## src/rtl/assert_macros.svh

```systemverilog
// assertion macros used by the rtl top level
`ifndef ASSERT_MACROS_SVH
`define ASSERT_MACROS_SVH

// checked at every rising edge outside reset
`define ASSERT_CLK(label, prop, msg) \
  label: assert property (@(posedge clk) disable iff (!rst_n) prop) else $error(msg);

// checked at every rising edge, reset included
`define ASSERT_ALWAYS(label, prop, msg) \
  label: assert property (@(posedge clk) prop) else $error(msg);

`endif

```

## src/rtl/dpsm_pkg.sv

```systemverilog
// types, codes and decode helpers of the drive power state machine
package dpsm_pkg;

  // one-hot internal state
  typedef enum logic [7:0] {
    ST_NOT_READY   = 8'b0000_0001,
    ST_DISABLED    = 8'b0000_0010,
    ST_READY       = 8'b0000_0100,
    ST_SWITCHED_ON = 8'b0000_1000,
    ST_ENABLED     = 8'b0001_0000,
    ST_QUICK_STOP  = 8'b0010_0000,
    ST_FAULT_REACT = 8'b0100_0000,
    ST_FAULT       = 8'b1000_0000
  } pds_fsm_t;

  // external state codes
  localparam logic [2:0] PDS_NOT_READY   = 3'd0;
  localparam logic [2:0] PDS_DISABLED    = 3'd1;
  localparam logic [2:0] PDS_READY       = 3'd2;
  localparam logic [2:0] PDS_SWITCHED_ON = 3'd3;
  localparam logic [2:0] PDS_ENABLED     = 3'd4;
  localparam logic [2:0] PDS_QUICK_STOP  = 3'd5;
  localparam logic [2:0] PDS_FAULT_REACT = 3'd6;
  localparam logic [2:0] PDS_FAULT       = 3'd7;

  // controlword masks and patterns
  localparam logic [15:0] CW_MASK_SHUTDOWN  = 16'h0087;
  localparam logic [15:0] CW_VAL_SHUTDOWN   = 16'h0006;
  localparam logic [15:0] CW_MASK_SWITCH    = 16'h008F;
  localparam logic [15:0] CW_VAL_SWITCH_ON  = 16'h0007;
  localparam logic [15:0] CW_VAL_ENABLE_OP  = 16'h000F;
  localparam logic [15:0] CW_MASK_DIS_VOLT  = 16'h0082;
  localparam logic [15:0] CW_VAL_DIS_VOLT   = 16'h0000;
  localparam logic [15:0] CW_MASK_QSTOP     = 16'h0086;
  localparam logic [15:0] CW_VAL_QSTOP      = 16'h0002;
  localparam int unsigned CW_FAULT_RESET_BIT = 7;

  localparam logic [7:0] MIN_NOT_READY_RST = 8'd2;

  typedef struct packed {
    logic [15:0] controlword;
    logic        init_ready;
    logic        net_up;
    logic        power_ok;
    logic        fault_in;
    logic        qstop_done;
    logic        react_done;
    logic        clear_ok;
    logic        tgt_hit;
    logic        spt_ack;
    logic        track_err;
  } dpsm_item_t;

  typedef struct packed {
    logic [2:0]  pds_state;
    logic [15:0] statusword;
    logic        fault_reset_accepted;
  } dpsm_result_t;

  // persistent context seen by the step logic
  typedef struct packed {
    pds_fsm_t   state;
    logic       prev_cw7;
    logic [7:0] dwell_cnt;
  } dpsm_ctx_t;

  typedef struct packed {
    pds_fsm_t     state;
    logic [7:0]   dwell_cnt;
    dpsm_result_t result;
  } dpsm_step_t;

  function automatic logic [2:0] pds_encode(input pds_fsm_t st);
    logic [2:0] code;
    unique case (st)
      ST_NOT_READY:   code = PDS_NOT_READY;
      ST_DISABLED:    code = PDS_DISABLED;
      ST_READY:       code = PDS_READY;
      ST_SWITCHED_ON: code = PDS_SWITCHED_ON;
      ST_ENABLED:     code = PDS_ENABLED;
      ST_QUICK_STOP:  code = PDS_QUICK_STOP;
      ST_FAULT_REACT: code = PDS_FAULT_REACT;
      ST_FAULT:       code = PDS_FAULT;
      default:        code = PDS_NOT_READY;
    endcase
    return code;
  endfunction

  function automatic logic [15:0] pds_base_bits(input pds_fsm_t st);
    logic [15:0] bits;
    unique case (st)
      ST_NOT_READY:   bits = 16'h0000;
      ST_DISABLED:    bits = 16'h0040;
      ST_READY:       bits = 16'h0021;
      ST_SWITCHED_ON: bits = 16'h0023;
      ST_ENABLED:     bits = 16'h0027;
      ST_QUICK_STOP:  bits = 16'h0007;
      ST_FAULT_REACT: bits = 16'h000F;
      ST_FAULT:       bits = 16'h0008;
      default:        bits = 16'h0000;
    endcase
    return bits;
  endfunction

endpackage

```

## src/rtl/dpsm_if.sv

```systemverilog
// valid/ready channel interfaces for items and results
interface dpsm_in_if;
  logic        valid;
  logic        ready;
  logic [15:0] controlword;
  logic        init_ready;
  logic        net_up;
  logic        power_ok;
  logic        fault_in;
  logic        qstop_done;
  logic        react_done;
  logic        clear_ok;
  logic        tgt_hit;
  logic        spt_ack;
  logic        track_err;

  modport source (
    output valid, controlword, init_ready, net_up, power_ok,
           fault_in, qstop_done, react_done,
           clear_ok, tgt_hit, spt_ack, track_err,
    input  ready
  );
  modport sink (
    input  valid, controlword, init_ready, net_up, power_ok,
           fault_in, qstop_done, react_done,
           clear_ok, tgt_hit, spt_ack, track_err,
    output ready
  );
endinterface

interface dpsm_out_if;
  logic        valid;
  logic        ready;
  logic [2:0]  pds_state;
  logic [15:0] statusword;
  logic        fault_reset_accepted;

  modport source (
    output valid, pds_state, statusword, fault_reset_accepted,
    input  ready
  );
  modport sink (
    input  valid, pds_state, statusword, fault_reset_accepted,
    output ready
  );
endinterface

```

## src/rtl/dpsm_step.sv

```systemverilog
// next-state, dwell and statusword logic for one control tick
module dpsm_step import dpsm_pkg::*; (
  input  dpsm_item_t item,
  input  dpsm_ctx_t  ctx,
  input  logic [7:0] min_ticks,
  output dpsm_step_t step
);

  always_comb begin
    logic        shutdown, switch_on, enable_op, dis_volt, qstop;
    logic        reset_edge, ready, unavailable, faulted, accepted;
    logic [7:0]  cnt_nxt;
    pds_fsm_t    st;
    logic [15:0] sw;

    shutdown  = (item.controlword & CW_MASK_SHUTDOWN) == CW_VAL_SHUTDOWN;
    switch_on = (item.controlword & CW_MASK_SWITCH) == CW_VAL_SWITCH_ON;
    enable_op = (item.controlword & CW_MASK_SWITCH) == CW_VAL_ENABLE_OP;
    dis_volt  = (item.controlword & CW_MASK_DIS_VOLT) == CW_VAL_DIS_VOLT;
    qstop     = (item.controlword & CW_MASK_QSTOP) == CW_VAL_QSTOP;

    reset_edge  = item.controlword[CW_FAULT_RESET_BIT] && !ctx.prev_cw7;
    unavailable = !item.net_up || !item.power_ok;
    accepted    = 1'b0;

    // dwell count clears on !init_ready, climbs to min_ticks
    priority if (!item.init_ready) begin
      cnt_nxt = '0;
      ready   = 1'b0;
    end else if (ctx.dwell_cnt < min_ticks) begin
      cnt_nxt = ctx.dwell_cnt + 8'd1;
      ready   = 1'b0;
    end else begin
      cnt_nxt = ctx.dwell_cnt;
      ready   = 1'b1;
    end

    st = ctx.state;
    if (item.fault_in && st != ST_FAULT && st != ST_FAULT_REACT) begin
      st = ST_FAULT_REACT;
    end
    faulted = (st == ST_FAULT) || (st == ST_FAULT_REACT);

    priority if (!ready && !faulted) begin
      st = ST_NOT_READY;
    end else if (unavailable && !faulted) begin
      st = ST_DISABLED;
    end else begin
      unique case (st)
        ST_NOT_READY: begin
          st = ST_DISABLED;
        end
        ST_DISABLED: begin
          if (shutdown) st = ST_READY;
        end
        ST_READY: begin
          if (dis_volt)          st = ST_DISABLED;
          else if (switch_on)    st = ST_SWITCHED_ON;
          else if (enable_op)    st = ST_ENABLED;
        end
        ST_SWITCHED_ON: begin
          if (dis_volt)          st = ST_DISABLED;
          else if (shutdown)     st = ST_READY;
          else if (enable_op)    st = ST_ENABLED;
        end
        ST_ENABLED: begin
          if (dis_volt)          st = ST_DISABLED;
          else if (shutdown)     st = ST_READY;
          else if (switch_on)    st = ST_SWITCHED_ON;
          else if (qstop)        st = ST_QUICK_STOP;
        end
        ST_QUICK_STOP: begin
          if (item.qstop_done && dis_volt)           st = ST_DISABLED;
          else if (item.qstop_done && enable_op)     st = ST_ENABLED;
        end
        ST_FAULT_REACT: begin
          if (item.react_done) st = ST_FAULT;
        end
        ST_FAULT: begin
          if (reset_edge && item.clear_ok) begin
            st       = ST_DISABLED;
            accepted = 1'b1;
          end
        end
        default: begin
          st = ST_NOT_READY;
        end
      endcase
    end

    sw     = pds_base_bits(st);
    sw[4]  = item.power_ok;
    sw[5]  = (st != ST_QUICK_STOP);
    sw[9]  = item.net_up;
    sw[10] = item.tgt_hit;
    sw[12] = item.spt_ack;
    sw[13] = item.track_err;

    step.state                       = st;
    step.dwell_cnt                   = cnt_nxt;
    step.result.pds_state            = pds_encode(st);
    step.result.statusword           = sw;
    step.result.fault_reset_accepted = accepted;
  end

endmodule

```

## src/rtl/drive_power_state_machine_top.sv

```systemverilog
// drive power state machine top level: input register, step logic, result register
// a transfer on in_ch goes through the input register, then the result register, to out_ch
// throughput: one item per cycle unless out_ch stalls; state moves as an item leaves input stage
// backpressure on out_ch stalls the input stage, in_ch stays ready while the input stage can drain
// reset (rst_n low, synchronous): state not-ready, dwell count and fault-reset history cleared,
// min_not_ready_ticks back to 2, both stages empty
module drive_power_state_machine_top import dpsm_pkg::*; (
  input  logic              clk,
  input  logic              rst_n,
  input  logic              cfg_wr_en,
  input  logic [7:0]        cfg_wr_data,
  dpsm_in_if.sink           in_ch,
  dpsm_out_if.source        out_ch
);

  `include "assert_macros.svh"

  // configuration register
  logic [7:0]   min_ticks_r;

  // input stage
  logic         s1_valid_r;
  dpsm_item_t   s1_item_r;
  dpsm_item_t   in_item;

  // persistent machine context
  dpsm_ctx_t    ctx_r;
  dpsm_ctx_t    ctx_nxt;

  // result stage
  logic         out_valid_r;
  dpsm_result_t out_item_r;

  dpsm_step_t   step;
  logic         out_free;
  logic         s1_adv;
  logic         in_xfer;

  // result register frees when empty or when its transfer happens
  assign out_free = !out_valid_r || out_ch.ready;
  assign s1_adv   = s1_valid_r && out_free;
  assign in_ch.ready = !s1_valid_r || out_free;
  assign in_xfer  = in_ch.valid && in_ch.ready;

  assign in_item.controlword = in_ch.controlword;
  assign in_item.init_ready  = in_ch.init_ready;
  assign in_item.net_up      = in_ch.net_up;
  assign in_item.power_ok    = in_ch.power_ok;
  assign in_item.fault_in    = in_ch.fault_in;
  assign in_item.qstop_done  = in_ch.qstop_done;
  assign in_item.react_done  = in_ch.react_done;
  assign in_item.clear_ok    = in_ch.clear_ok;
  assign in_item.tgt_hit     = in_ch.tgt_hit;
  assign in_item.spt_ack     = in_ch.spt_ack;
  assign in_item.track_err   = in_ch.track_err;

  dpsm_step u_step (
    .item      (s1_item_r),
    .ctx       (ctx_r),
    .min_ticks (min_ticks_r),
    .step      (step)
  );

  // context moves only when an item leaves the input stage
  always_comb begin
    ctx_nxt = ctx_r;
    if (s1_adv) begin
      ctx_nxt.state     = step.state;
      ctx_nxt.dwell_cnt = step.dwell_cnt;
      ctx_nxt.prev_cw7  = s1_item_r.controlword[CW_FAULT_RESET_BIT];
    end
  end

  // control state
  always_ff @(posedge clk) begin
    if (!rst_n) begin
      min_ticks_r     <= MIN_NOT_READY_RST;
      s1_valid_r      <= 1'b0;
      out_valid_r     <= 1'b0;
      ctx_r.state     <= ST_NOT_READY;
      ctx_r.prev_cw7  <= 1'b0;
      ctx_r.dwell_cnt <= '0;
    end else begin
      if (cfg_wr_en) min_ticks_r <= cfg_wr_data;
      if (in_ch.ready) s1_valid_r <= in_ch.valid;
      if (out_free) out_valid_r <= s1_valid_r;
      ctx_r <= ctx_nxt;
    end
  end

  // payload registers, no reset
  always_ff @(posedge clk) begin
    if (in_xfer) s1_item_r <= in_item;
    if (s1_adv) out_item_r <= step.result;
  end

  assign out_ch.valid                = out_valid_r;
  assign out_ch.pds_state            = out_item_r.pds_state;
  assign out_ch.statusword           = out_item_r.statusword;
  assign out_ch.fault_reset_accepted = out_item_r.fault_reset_accepted;

  // an accepted fault reset only ever leaves the fault state
  `ASSERT_CLK(a_reset_from_fault, s1_adv && step.result.fault_reset_accepted |-> ctx_r.state == ST_FAULT, "fault reset accepted outside fault")

  // a reported fault reset always lands in switch-on disabled
  `ASSERT_CLK(a_reset_lands_disabled, out_valid_r && out_item_r.fault_reset_accepted |-> out_item_r.pds_state == PDS_DISABLED, "fault reset result not in switch-on disabled")

  // machine state holds while no item is processed
  `ASSERT_CLK(a_state_holds_idle, !s1_adv |=> $stable(ctx_r), "context changed without an item")

  // both stages are empty after reset
  `ASSERT_ALWAYS(a_empty_after_reset, !rst_n |=> !s1_valid_r && !out_valid_r, "stage valid after reset")

endmodule

```

## src/flat_wrapper.sv

```systemverilog
// flat-port wrapper written by rule: the top's interface ports become plain ports
module drive_power_state_machine_top_flat import dpsm_pkg::*;
  (clk, rst_n, cfg_wr_en, cfg_wr_data, in_ch_valid, in_ch_controlword, in_ch_init_ready, in_ch_net_up, in_ch_power_ok, in_ch_fault_in, in_ch_qstop_done, in_ch_react_done, in_ch_clear_ok, in_ch_tgt_hit, in_ch_spt_ack, in_ch_track_err, in_ch_ready, out_ch_valid, out_ch_pds_state, out_ch_statusword, out_ch_fault_reset_accepted, out_ch_ready);
  dpsm_in_if in_ch_i ();
  dpsm_out_if out_ch_i ();
  input  logic clk;
  input  logic rst_n;
  input  logic cfg_wr_en;
  input  logic [7:0] cfg_wr_data;
  input wire logic [$bits(in_ch_i.valid)-1:0] in_ch_valid;
  input wire logic [$bits(in_ch_i.controlword)-1:0] in_ch_controlword;
  input wire logic [$bits(in_ch_i.init_ready)-1:0] in_ch_init_ready;
  input wire logic [$bits(in_ch_i.net_up)-1:0] in_ch_net_up;
  input wire logic [$bits(in_ch_i.power_ok)-1:0] in_ch_power_ok;
  input wire logic [$bits(in_ch_i.fault_in)-1:0] in_ch_fault_in;
  input wire logic [$bits(in_ch_i.qstop_done)-1:0] in_ch_qstop_done;
  input wire logic [$bits(in_ch_i.react_done)-1:0] in_ch_react_done;
  input wire logic [$bits(in_ch_i.clear_ok)-1:0] in_ch_clear_ok;
  input wire logic [$bits(in_ch_i.tgt_hit)-1:0] in_ch_tgt_hit;
  input wire logic [$bits(in_ch_i.spt_ack)-1:0] in_ch_spt_ack;
  input wire logic [$bits(in_ch_i.track_err)-1:0] in_ch_track_err;
  output wire logic [$bits(in_ch_i.ready)-1:0] in_ch_ready;
  output wire logic [$bits(out_ch_i.valid)-1:0] out_ch_valid;
  output wire logic [$bits(out_ch_i.pds_state)-1:0] out_ch_pds_state;
  output wire logic [$bits(out_ch_i.statusword)-1:0] out_ch_statusword;
  output wire logic [$bits(out_ch_i.fault_reset_accepted)-1:0] out_ch_fault_reset_accepted;
  input wire logic [$bits(out_ch_i.ready)-1:0] out_ch_ready;
  assign in_ch_i.valid = in_ch_valid;
  assign in_ch_i.controlword = in_ch_controlword;
  assign in_ch_i.init_ready = in_ch_init_ready;
  assign in_ch_i.net_up = in_ch_net_up;
  assign in_ch_i.power_ok = in_ch_power_ok;
  assign in_ch_i.fault_in = in_ch_fault_in;
  assign in_ch_i.qstop_done = in_ch_qstop_done;
  assign in_ch_i.react_done = in_ch_react_done;
  assign in_ch_i.clear_ok = in_ch_clear_ok;
  assign in_ch_i.tgt_hit = in_ch_tgt_hit;
  assign in_ch_i.spt_ack = in_ch_spt_ack;
  assign in_ch_i.track_err = in_ch_track_err;
  assign in_ch_ready = in_ch_i.ready;
  assign out_ch_valid = out_ch_i.valid;
  assign out_ch_pds_state = out_ch_i.pds_state;
  assign out_ch_statusword = out_ch_i.statusword;
  assign out_ch_fault_reset_accepted = out_ch_i.fault_reset_accepted;
  assign out_ch_i.ready = out_ch_ready;
  drive_power_state_machine_top u_core (.clk(clk), .rst_n(rst_n), .cfg_wr_en(cfg_wr_en), .cfg_wr_data(cfg_wr_data), .in_ch(in_ch_i), .out_ch(out_ch_i));
endmodule
```

## config.mk

```make
export PLATFORM = sky130hd
export DESIGN_NAME = drive_power_state_machine_top_flat
export DESIGN_NICKNAME = d
export VERILOG_FILES = /design/src/rtl/dpsm_pkg.sv /design/src/rtl/dpsm_if.sv /design/src/rtl/dpsm_step.sv /design/src/rtl/drive_power_state_machine_top.sv /design/src/flat_wrapper.sv
export VERILOG_INCLUDE_DIRS = /design/src /design/src/rtl
export SDC_FILE = /design/constraint.sdc
export NUM_CORES = 1
export LEC_CHECK = 0
export BUFFER_PORTS_ARGS = -buffer_cell sky130_fd_sc_hd__buf_2
export CORE_UTILIZATION = 45
export CTS_CLUSTER_SIZE = 16
export DETAILED_ROUTE_END_ITERATION = 10
export MAX_ROUTING_LAYER = met4
export PLACE_DENSITY_LB_ADDON = 0.3
export REMOVE_ABC_BUFFERS = 1
export SYNTH_ARGS = -nofsm -noshare
export SYNTH_HDL_FRONTEND = slang
export SYNTH_SLANG_ARGS = --single-unit
```

## constraint.sdc

```tcl
create_clock -name clk -period 2.5 [get_ports clk]
set_input_delay 0.375 -clock clk [delete_from_list [all_inputs] [get_ports clk]]
set_output_delay 0.375 -clock clk [all_outputs]
set_load 0.02 [all_outputs]
```

# Word level (Yosys, flattened, before mapping)
# Cells that the tools add are included.
# Widths: inputs -> output; s select.
# word_totals
regBits	65
latch_bits	0
mem_bits_rw	0
romBits	0
wordCells	95
mem_count	0
# op_classes
addsub	1
multipliers	0
div	0
magnitude_cmp	1
n_eq_ne	23
shifts	0
muxes	25
bitwise_logic	1
reduce_logical	24
# ops
op	n
$mux 8	19
$pmux 8 s8	1
$pmux 7 s7	1
$pmux 3 s7	1
$eq 8x2->1 const B	2
$eq 8x3->1 const B	2
$eq 8x4->1 const B	2
$eq 8x5->1 const B	2
$eq 8x6->1 const B	2
$eq 8x7->1 const B	2
$eq 8x8->1 const B	2
$logic_not 16->1	1
$logic_and 1x1->1	10
$add 8x1->8 const B	1
$eq 8x1->1 const B	1
$lt 8x8->1	1
$ne 8x6->1 const B	1
$ne 8x7->1 const B	1
$ne 8x8->1 const B	1
$logic_not 1->1	7
$eq 5x3->1 const B	1
$eq 5x4->1 const B	1
$eq 4x3->1 const B	1
$logic_or 1x1->1	4
6 further kinds	8

# Longest topological paths before layout
# Gate-level depths: netlist (run 1).
# depth
word_depth	13
mapped_depth	9
mapped_depth_nobuf	8

# Modules after synthesis
# A second synthesis (run 1) with hierarchy kept.
# hier_totals
cells_unflattened	333
hier_area_um2	3726.1
# by_module_without_submodules
mod	n_inst	cells_each	area_each_um2	seq_area_each_um2
drive_power_state_machine_top	1	156	2473.6	1921.8
dpsm_step	1	177	1252.5	0.0

# Least setup slack after synthesis (run 1)
# OpenSTA, ideal clock, no wires.
# synth_path
path_type	register to register
startpoint	register u_core.out_valid_r (netlist: u_core.out_ch.valid)
endpoint	register u_core.ctx_r[0] (netlist name)
setup_ns	0.070
arrival_ns	1.915
required_time_ns	2.430
setup_slack_ns	0.515
path_stages_with_launch	8
path_buffers	1
synth_period_minus_slack_ns	1.985
cell_sequence	dfxtp_1 -> nor2b_1 -> nand2b_1 -> clkbuf_1 -> inv_2 -> o211ai_1 -> or3b_2 -> a21boi_1
# synth_via
elab_chain_cells	4
# synth_rtl
item	line_no	text
start: declaration	drive_power_state_machine_top.sv:31	logic out_valid_r;
start signal: assignment	drive_power_state_machine_top.sv:86	if (out_free) out_valid_r <= s1_valid_r;
$logic_not 1->1	drive_power_state_machine_top.sv:40	assign out_free = !out_valid_r || out_ch.ready;
$logic_or 1x1->1	drive_power_state_machine_top.sv:40	
$logic_and 1x1->1	drive_power_state_machine_top.sv:41	assign s1_adv = s1_valid_r && out_free;
net u_core.s1_adv	drive_power_state_machine_top.sv:36	logic s1_adv;
$reduce_and 2->1 (no source line)	n/a	
end signal: assignment	drive_power_state_machine_top.sv:87	ctx_r <= ctx_nxt;
end: declaration	drive_power_state_machine_top.sv:27	dpsm_ctx_t ctx_r;
# The timed path passes the listed nets, and every way through them passes these cells.
# A chain may end at the register's enable or synchronous reset.

==> results of run 1 <==
==> cell usage after synthesis (all sizes together), types with 6 or more instances <==
master / n / area share (%)
nor2: 14 / 1.7
o21ai: 19 / 3.1
buf: 10 / 2.1
edfxtp: 30 / 30
nand2: 25 / 3.1
dfxtp: 27 / 18
nor2b: 17 / 3.5
a21oi: 15 / 2.6
a21boi: 6 / 1.5
a31oi: 6 / 1.2
nor3: 8 / 1.5
inv: 13 / 1.6
mux2i: 7 / 2.3
and2: 7 / 1.5
clkbuf: 7 / 0.87
nand3: 9 / 1.5
ha: 8 / 3.3
nand2b: 7 / 1.5
==> final timing paths <==
kind	endpoint	slack, ns	cells after the start
worst max register to register	u_core.out_ch.pds_state[0]$_DFFE_PP_	0.24	6
worst max-delay path	u_core.out_ch.pds_state[0]$_DFFE_PP_	0.24	6
worst min register to register	u_core.out_ch.statusword[13]$_DFFE_PP_	0.42	0
worst min-delay path	u_core.s1_item_r[17]$_DFFE_PP_	0.21	1
==> flip-flops by register name, indices dropped and copies added (netlist names) <==
signal,count
u_core.out_ch.valid,1
u_core.out_ch.statusword,11
u_core.min_ticks_r,8
u_core.out_ch.fault_reset_accepted,1
u_core.s1_item_r,15
u_core.ctx_r,17
u_core.s1_valid_r,1
u_core.out_ch.pds_state,3
==> cell type report <==
type                            instances  area share [%]
Sequential cell                        57           40.72
Clock buffer                           10           3.606
Inverter                               13           1.379
Timing Repair Buffer                   53           8.130
Tap cell                               77           2.722
Clock inverter                          6           2.333
Multi-Input combinational cell        222           41.11
==> report_power, final <==
| part | switching [mW] | total (mW) | leakage [nW] | internal (mW) |
|---|---|---|---|---|
| logic | 0.126 | 0.213 | 0.768 | 0.0866 |
| registers | 0.0309 | 1.06 | 0.507 | 1.03 |
| clock network | 0.354 | 0.908 | 0.0976 | 0.554 |
| total | 0.511 | 2.18 | 1.37 | 1.67 |
==> layer usage <==
layer / GRT usage [%] / routed length (µm)
met5: - / 0
met4: 8.777 / 103
met3: 5.440 / 339
met2: 27.94 / 2775
met1: 28.87 / 3188
==> kinds of logic (layout without fill, tap and decap cells) <==
family          Yosys count  after routing  synth area share [%]
simple gates            117            117                 22.75
compound gates           82             82                 18.32
flops                    57             57                 47.74
buf+inv                  30             82                 4.559
fa+ha+maj                 8              8                 3.316
mux                       7              7                 2.321
xor+xnor                  3              3                0.8704
other cells               1              5                0.1242
==> per-stage QoR <==
step | cells | hold WS (ns) | setup slack [ns]
floorplan | 292 | 0.4003 | 0.3054
detailed placement | 422 | 0.4104 | 0.2829
global route | 438 | 0.1895 | 0.05682
global placement | 422 | 0.4008 | 0.3154
finish | 438 | 0.2123 | 0.2362
CTS | 438 | 0.1944 | 0.2660
==> metrics.yaml, run 1 <==
finish:
  area_growth_pct: 17.24
  regArea_mm2: 0.001441
  drive_gt1_share_pct: 21.33
  design_area_mm2: 0.003540
  n_fill_cell: 580
  antennaDiodeCount: 0
  final_cell_mix: "buf_2 (44), edfxtp_1 (30), dfxtp_1 (27)"
  fin_nets: 403
  final_util_pct: 55.11
  layout_commonest_cell: "buf_2"
  multi_input_area_mm2: 0.001455
power_and_ir_drop:
  power.total_mw: 2.181
  irDropWorstVdd_v: 0.0004971
  power_density_mw_per_mm2: 616.3
  p_leak_nw: 1.372
clock_network:
  clockBufferDepth: 2
  cts_hold_buf: 0
  cts_max_level: 3
  clkLatencyLatePin_ns: 0.34
  numClockSinks: 57
  clkTransAtPathRegs_ns: 0.07
  post_cts_buffers: 0
  cts_resized: 0
  cts_tree: "done"
  numCtsBuffers: 9
  ctsRootBufferMaster: "clkbuf_8"
worst_setup_path:
  worstSetupStartpoint: "u_core.s1_item_r[17]$_DFFE_PP_"
  cp-end-kind: "flop"
  cp_max_fo: 8
  cp_cell_sequence: "nand2b_1, nor3_1, o32ai_1, nor4b_2, a21oi_2, or3_1"
  path_buf_inv: 0
  reg2reg_from: "u_core.s1_item_r[17]$_DFFE_PP_"
  arrival_ns: 2.33
  path_class: "flop to flop"
  cp.required_ns: 2.57
  crit_family: "simple AND/OR/NAND/NOR gates"
  cp-start-kind: "flop"
  cp_slowest_cell: "edfxtp_1"
  cp_slowest_stage_delay_ns: 0.49
drt:
  firstDrtPassIters: 7
  ant_nets: 0
  num_vias: 2448
  wl_per_cell_um: 14.63
  drt_iter0_drc: 329
  route.detailed.drc: 6
  vias_per_cell: 5.589
  wirelength_um: 6407
min_path:
  hp-start: "in_ch_controlword[7]"
  hold_class: "input pin to flop"
die:
  rows: 29
  dieArea_mm2: 0.007041
  die_w_um: 83.91
  start_util_pct: 47.01
  core_region_area_mm2: 0.006422
  io-pin-count: 61
  die_y_um: 83.91
sta:
  slew_headroom_pct: 52.05
  slew_viol_final: 0
  rsz0062_at_grt: "no"
  worst_slew_pin_slew_ns: 0.7117
  setup-tns-final_ns: 0
  max_freq_ghz: 0.4417
  finalHoldViolCount: 0
  fin_crit_sh_pct: 90.55
  period_minus_slack_ns: 2.264
  fin_skew_ns: 0.01046
  setup_viol: 0
grt:
  antenna_found_initial: 0
  overflow: 0
  track_usage_pct: 20.62
  grt_pass1_vias: 2225
  grt_start_max_net_pins: 25
  grt_pass1_wl_um: 10890
status:
  status: "finished with violations"
  violations: "design-rule violations"
yosys:
  ys_seq_area_share_pct: 47.74
  synth_edf_count: 30
  syn_area_per_cell_um2: 9.899
  synth_ff_type: "edfxtp_1"
  yosysUniqueCellTypes: 60
  netlist_instances: 305
  syn_area_mm2: 0.003019
  synth-seq-cells: 57
  synth_warnings: 0
  async_flop_share_pct: 0
placement:
  hpwl_um: 4756
  placed_area_mm2: 0.003329
  gp_congestion: 0.8683
  port_buffers: 44
job:
  maxCapViolCount: 0
Power figures use the tool's default switching activity.
==> run 2: changes to the inputs <==
- CORE_UTILIZATION: 45 -> 55
==> metrics.yaml, run 2 (synthesis results as in run 1) <==
power_and_ir_drop:
  power_frac_comb_pct: 9.0
  swShare_pct: 22.34
  clock_power_share_pct: 45.1
  irDropWorstVdd_v: 0.0007510
  p_int_mw: 1.796
  switchingPower_uw: 516.7
  p_leak_nw: 1.379
  power_density_mw_per_mm2: 653.2
  seq_power_share_pct: 45.9
  power.total_mw: 2.313
die:
  rows: 26
  die_y_um: 76.09
  dieArea_mm2: 0.005790
  start_util_pct: 58.00
  core_region_area_mm2: 0.005205
  io-pin-count: 61
  die_w_um: 76.09
worst_setup_path:
  crit_end: "u_core.ctx_r[0]$_SDFFE_PN0P_"
  ff2ff_setup_slack_ns: 0.26
  cp_slowest_cell: "or3b_2"
  cp-end-kind: "flop"
  r2r-end: "u_core.ctx_r[0]$_SDFFE_PN0P_"
  reg2reg_depth: 7
  reg2reg_from: "u_core.ctx_r[2]$_SDFFE_PN0P_"
  cp_slowest_stage_delay_ns: 0.52
  cp-start-kind: "flop"
  cp_cell_sequence: "ha_1, a21o_1, a31oi_1, o21a_1, o211ai_1, or3b_2, a21boi_1"
  worstSetupStartpoint: "u_core.ctx_r[2]$_SDFFE_PN0P_"
  cp_max_fo: 7
  cp.required_ns: 2.77
  arrival_ns: 2.52
  path_class: "flop to flop"
sta:
  slew_viol_final: 0
  worst_slew_pin_slew_ns: 0.6108
  period_minus_slack_ns: 2.243
  setup_ws_ns: 0.2574
  rsz0062_at_grt: "no"
  finalHoldViolCount: 0
  max_freq_ghz: 0.4459
  slew_headroom_pct: 59.28
  hold_slack_ns: 0.2091
  fin_skew_ns: 0.005872
  setup-tns-final_ns: 0
  setup_viol: 0
  fin_crit_sh_pct: 89.70
clock_network:
  clkLatencyLatePin_ns: 0.34
  ctsRootBufferMaster: "clkbuf_8"
  cts_resized: 0
  clkTransAtPathRegs_ns: 0.07
  cts_tree: "done"
  cts_max_level: 3
  cts_hold_buf: 0
  numClockSinks: 57
  numCtsBuffers: 9
  clockBufferDepth: 2
  post_cts_buffers: 0
grt:
  overflow: 0
  track_usage_pct: 24.78
  grt_pass1_wl_um: 10650
  grt_pass1_vias: 2280
  grt_start_max_net_pins: 26
  antenna_found_initial: 0
drt:
  ant_nets: 0
  route.detailed.drc: 0
  vias_per_cell: 5.694
  wirelength_um: 6282
  firstDrtPassIters: 4
  wl_per_cell_um: 14.68
  drt_iter0_drc: 136
  num_vias: 2437
job:
  maxCapViolCount: 0
finish:
  area_growth_pct: 17.28
  n_fill_cell: 435
  multi_input_area_mm2: 0.001455
  final_cell_mix: "buf_2 (44), edfxtp_1 (30), dfxtp_1 (27)"
  drive_gt1_share_pct: 20.95
  largest_register: "u_core.ctx_r"
  antennaDiodeCount: 0
  largest_reg_flops: 17
  regArea_mm2: 0.001441
  layout_commonest_cell: "buf_2"
  design_area_mm2: 0.003541
  fin_nets: 400
min_path:
  hold_class: "input pin to flop"
placement:
  port_buffers: 44
  pre_cts_ws_ns: 0.2788
  hpwl_um: 4590
  gp_congestion: 0.9020
  placed_area_mm2: 0.003298
status:
  status: "completed"
## run 2: cell count changes in the layout (fill, tap and decap cells not counted)
cell        before  now
buf_4            9    6
bufinv_16        2    3
clkbuf_1         1    0
clkbuf_8         9   10
clkinvlp_4       2    1
## run 2: worst min path at each step
stage                                  startpoint                                      to  slack [ns]  depth (start not counted)
detailed placement  u_core.s1_item_r[2]$_DFFE_PP_  u_core.out_ch.statusword[10]$_DFFE_PP_        0.42                          0
global placement    u_core.s1_item_r[2]$_DFFE_PP_  u_core.out_ch.statusword[10]$_DFFE_PP_        0.40                          0
global route                       in_ch_clear_ok           u_core.s1_item_r[3]$_DFFE_PP_        0.19                          1
finish                              in_ch_spt_ack           u_core.s1_item_r[1]$_DFFE_PP_        0.21                          1
CTS                                 in_ch_spt_ack           u_core.s1_item_r[1]$_DFFE_PP_        0.19                          1
floorplan           u_core.s1_item_r[2]$_DFFE_PP_  u_core.out_ch.statusword[10]$_DFFE_PP_        0.40                          0
## run 2: power by group through the flow
stage	Combinational (mW)	Sequential (mW)	Clock [mW]
6_report	0.208	1.06	1.04
3_3_place_gp	0.204	1.08	0
5_1_grt	0.231	1.07	1.11
4_1_cts	0.209	1.06	1.07
3_5_place_dp	0.208	1.08	0
2_1_floorplan	0.118	1.09	0
## run 2: area by class of cell
cell class              count  area share, %
flip-flops and latches     57          40.71
clock inverters             6          2.968
multi-input cells         222          41.10
well taps                  70          2.473
inverters                  13          1.378
clock buffers              10          3.887
repair buffers             50          7.491
## run 2: stage by stage
stage / utilization, % / cells
finish: 68.03 / 428
global route: 68.03 / 428
CTS: 68.03 / 428
detailed placement: 63.37 / 412
global placement: 63.37 / 412
floorplan: - / 292
## run 2: metal layers
| metal | global-route usage, % | vias up | routed length (µm) |
|---|---|---|---|
| met5 | - | - | 0 |
| met4 | 9.231 | 0 | 93 |
| met3 | 7.904 | 9 | 411 |
| met2 | 37.64 | 82 | 2861 |
| met1 | 31.03 | 1129 | 2915 |
| li1 | - | 1217 | - |
## run 2: worst max-delay path: cells and delay by family (launching register included)
kind / cells / cell delay [ns]
adders and majority gates: 1 / 0.28
AOI/OAI and AO/OA: 5 / 0.95
DFF: 1 / 0.42
and+or+nand+nor: 1 / 0.52
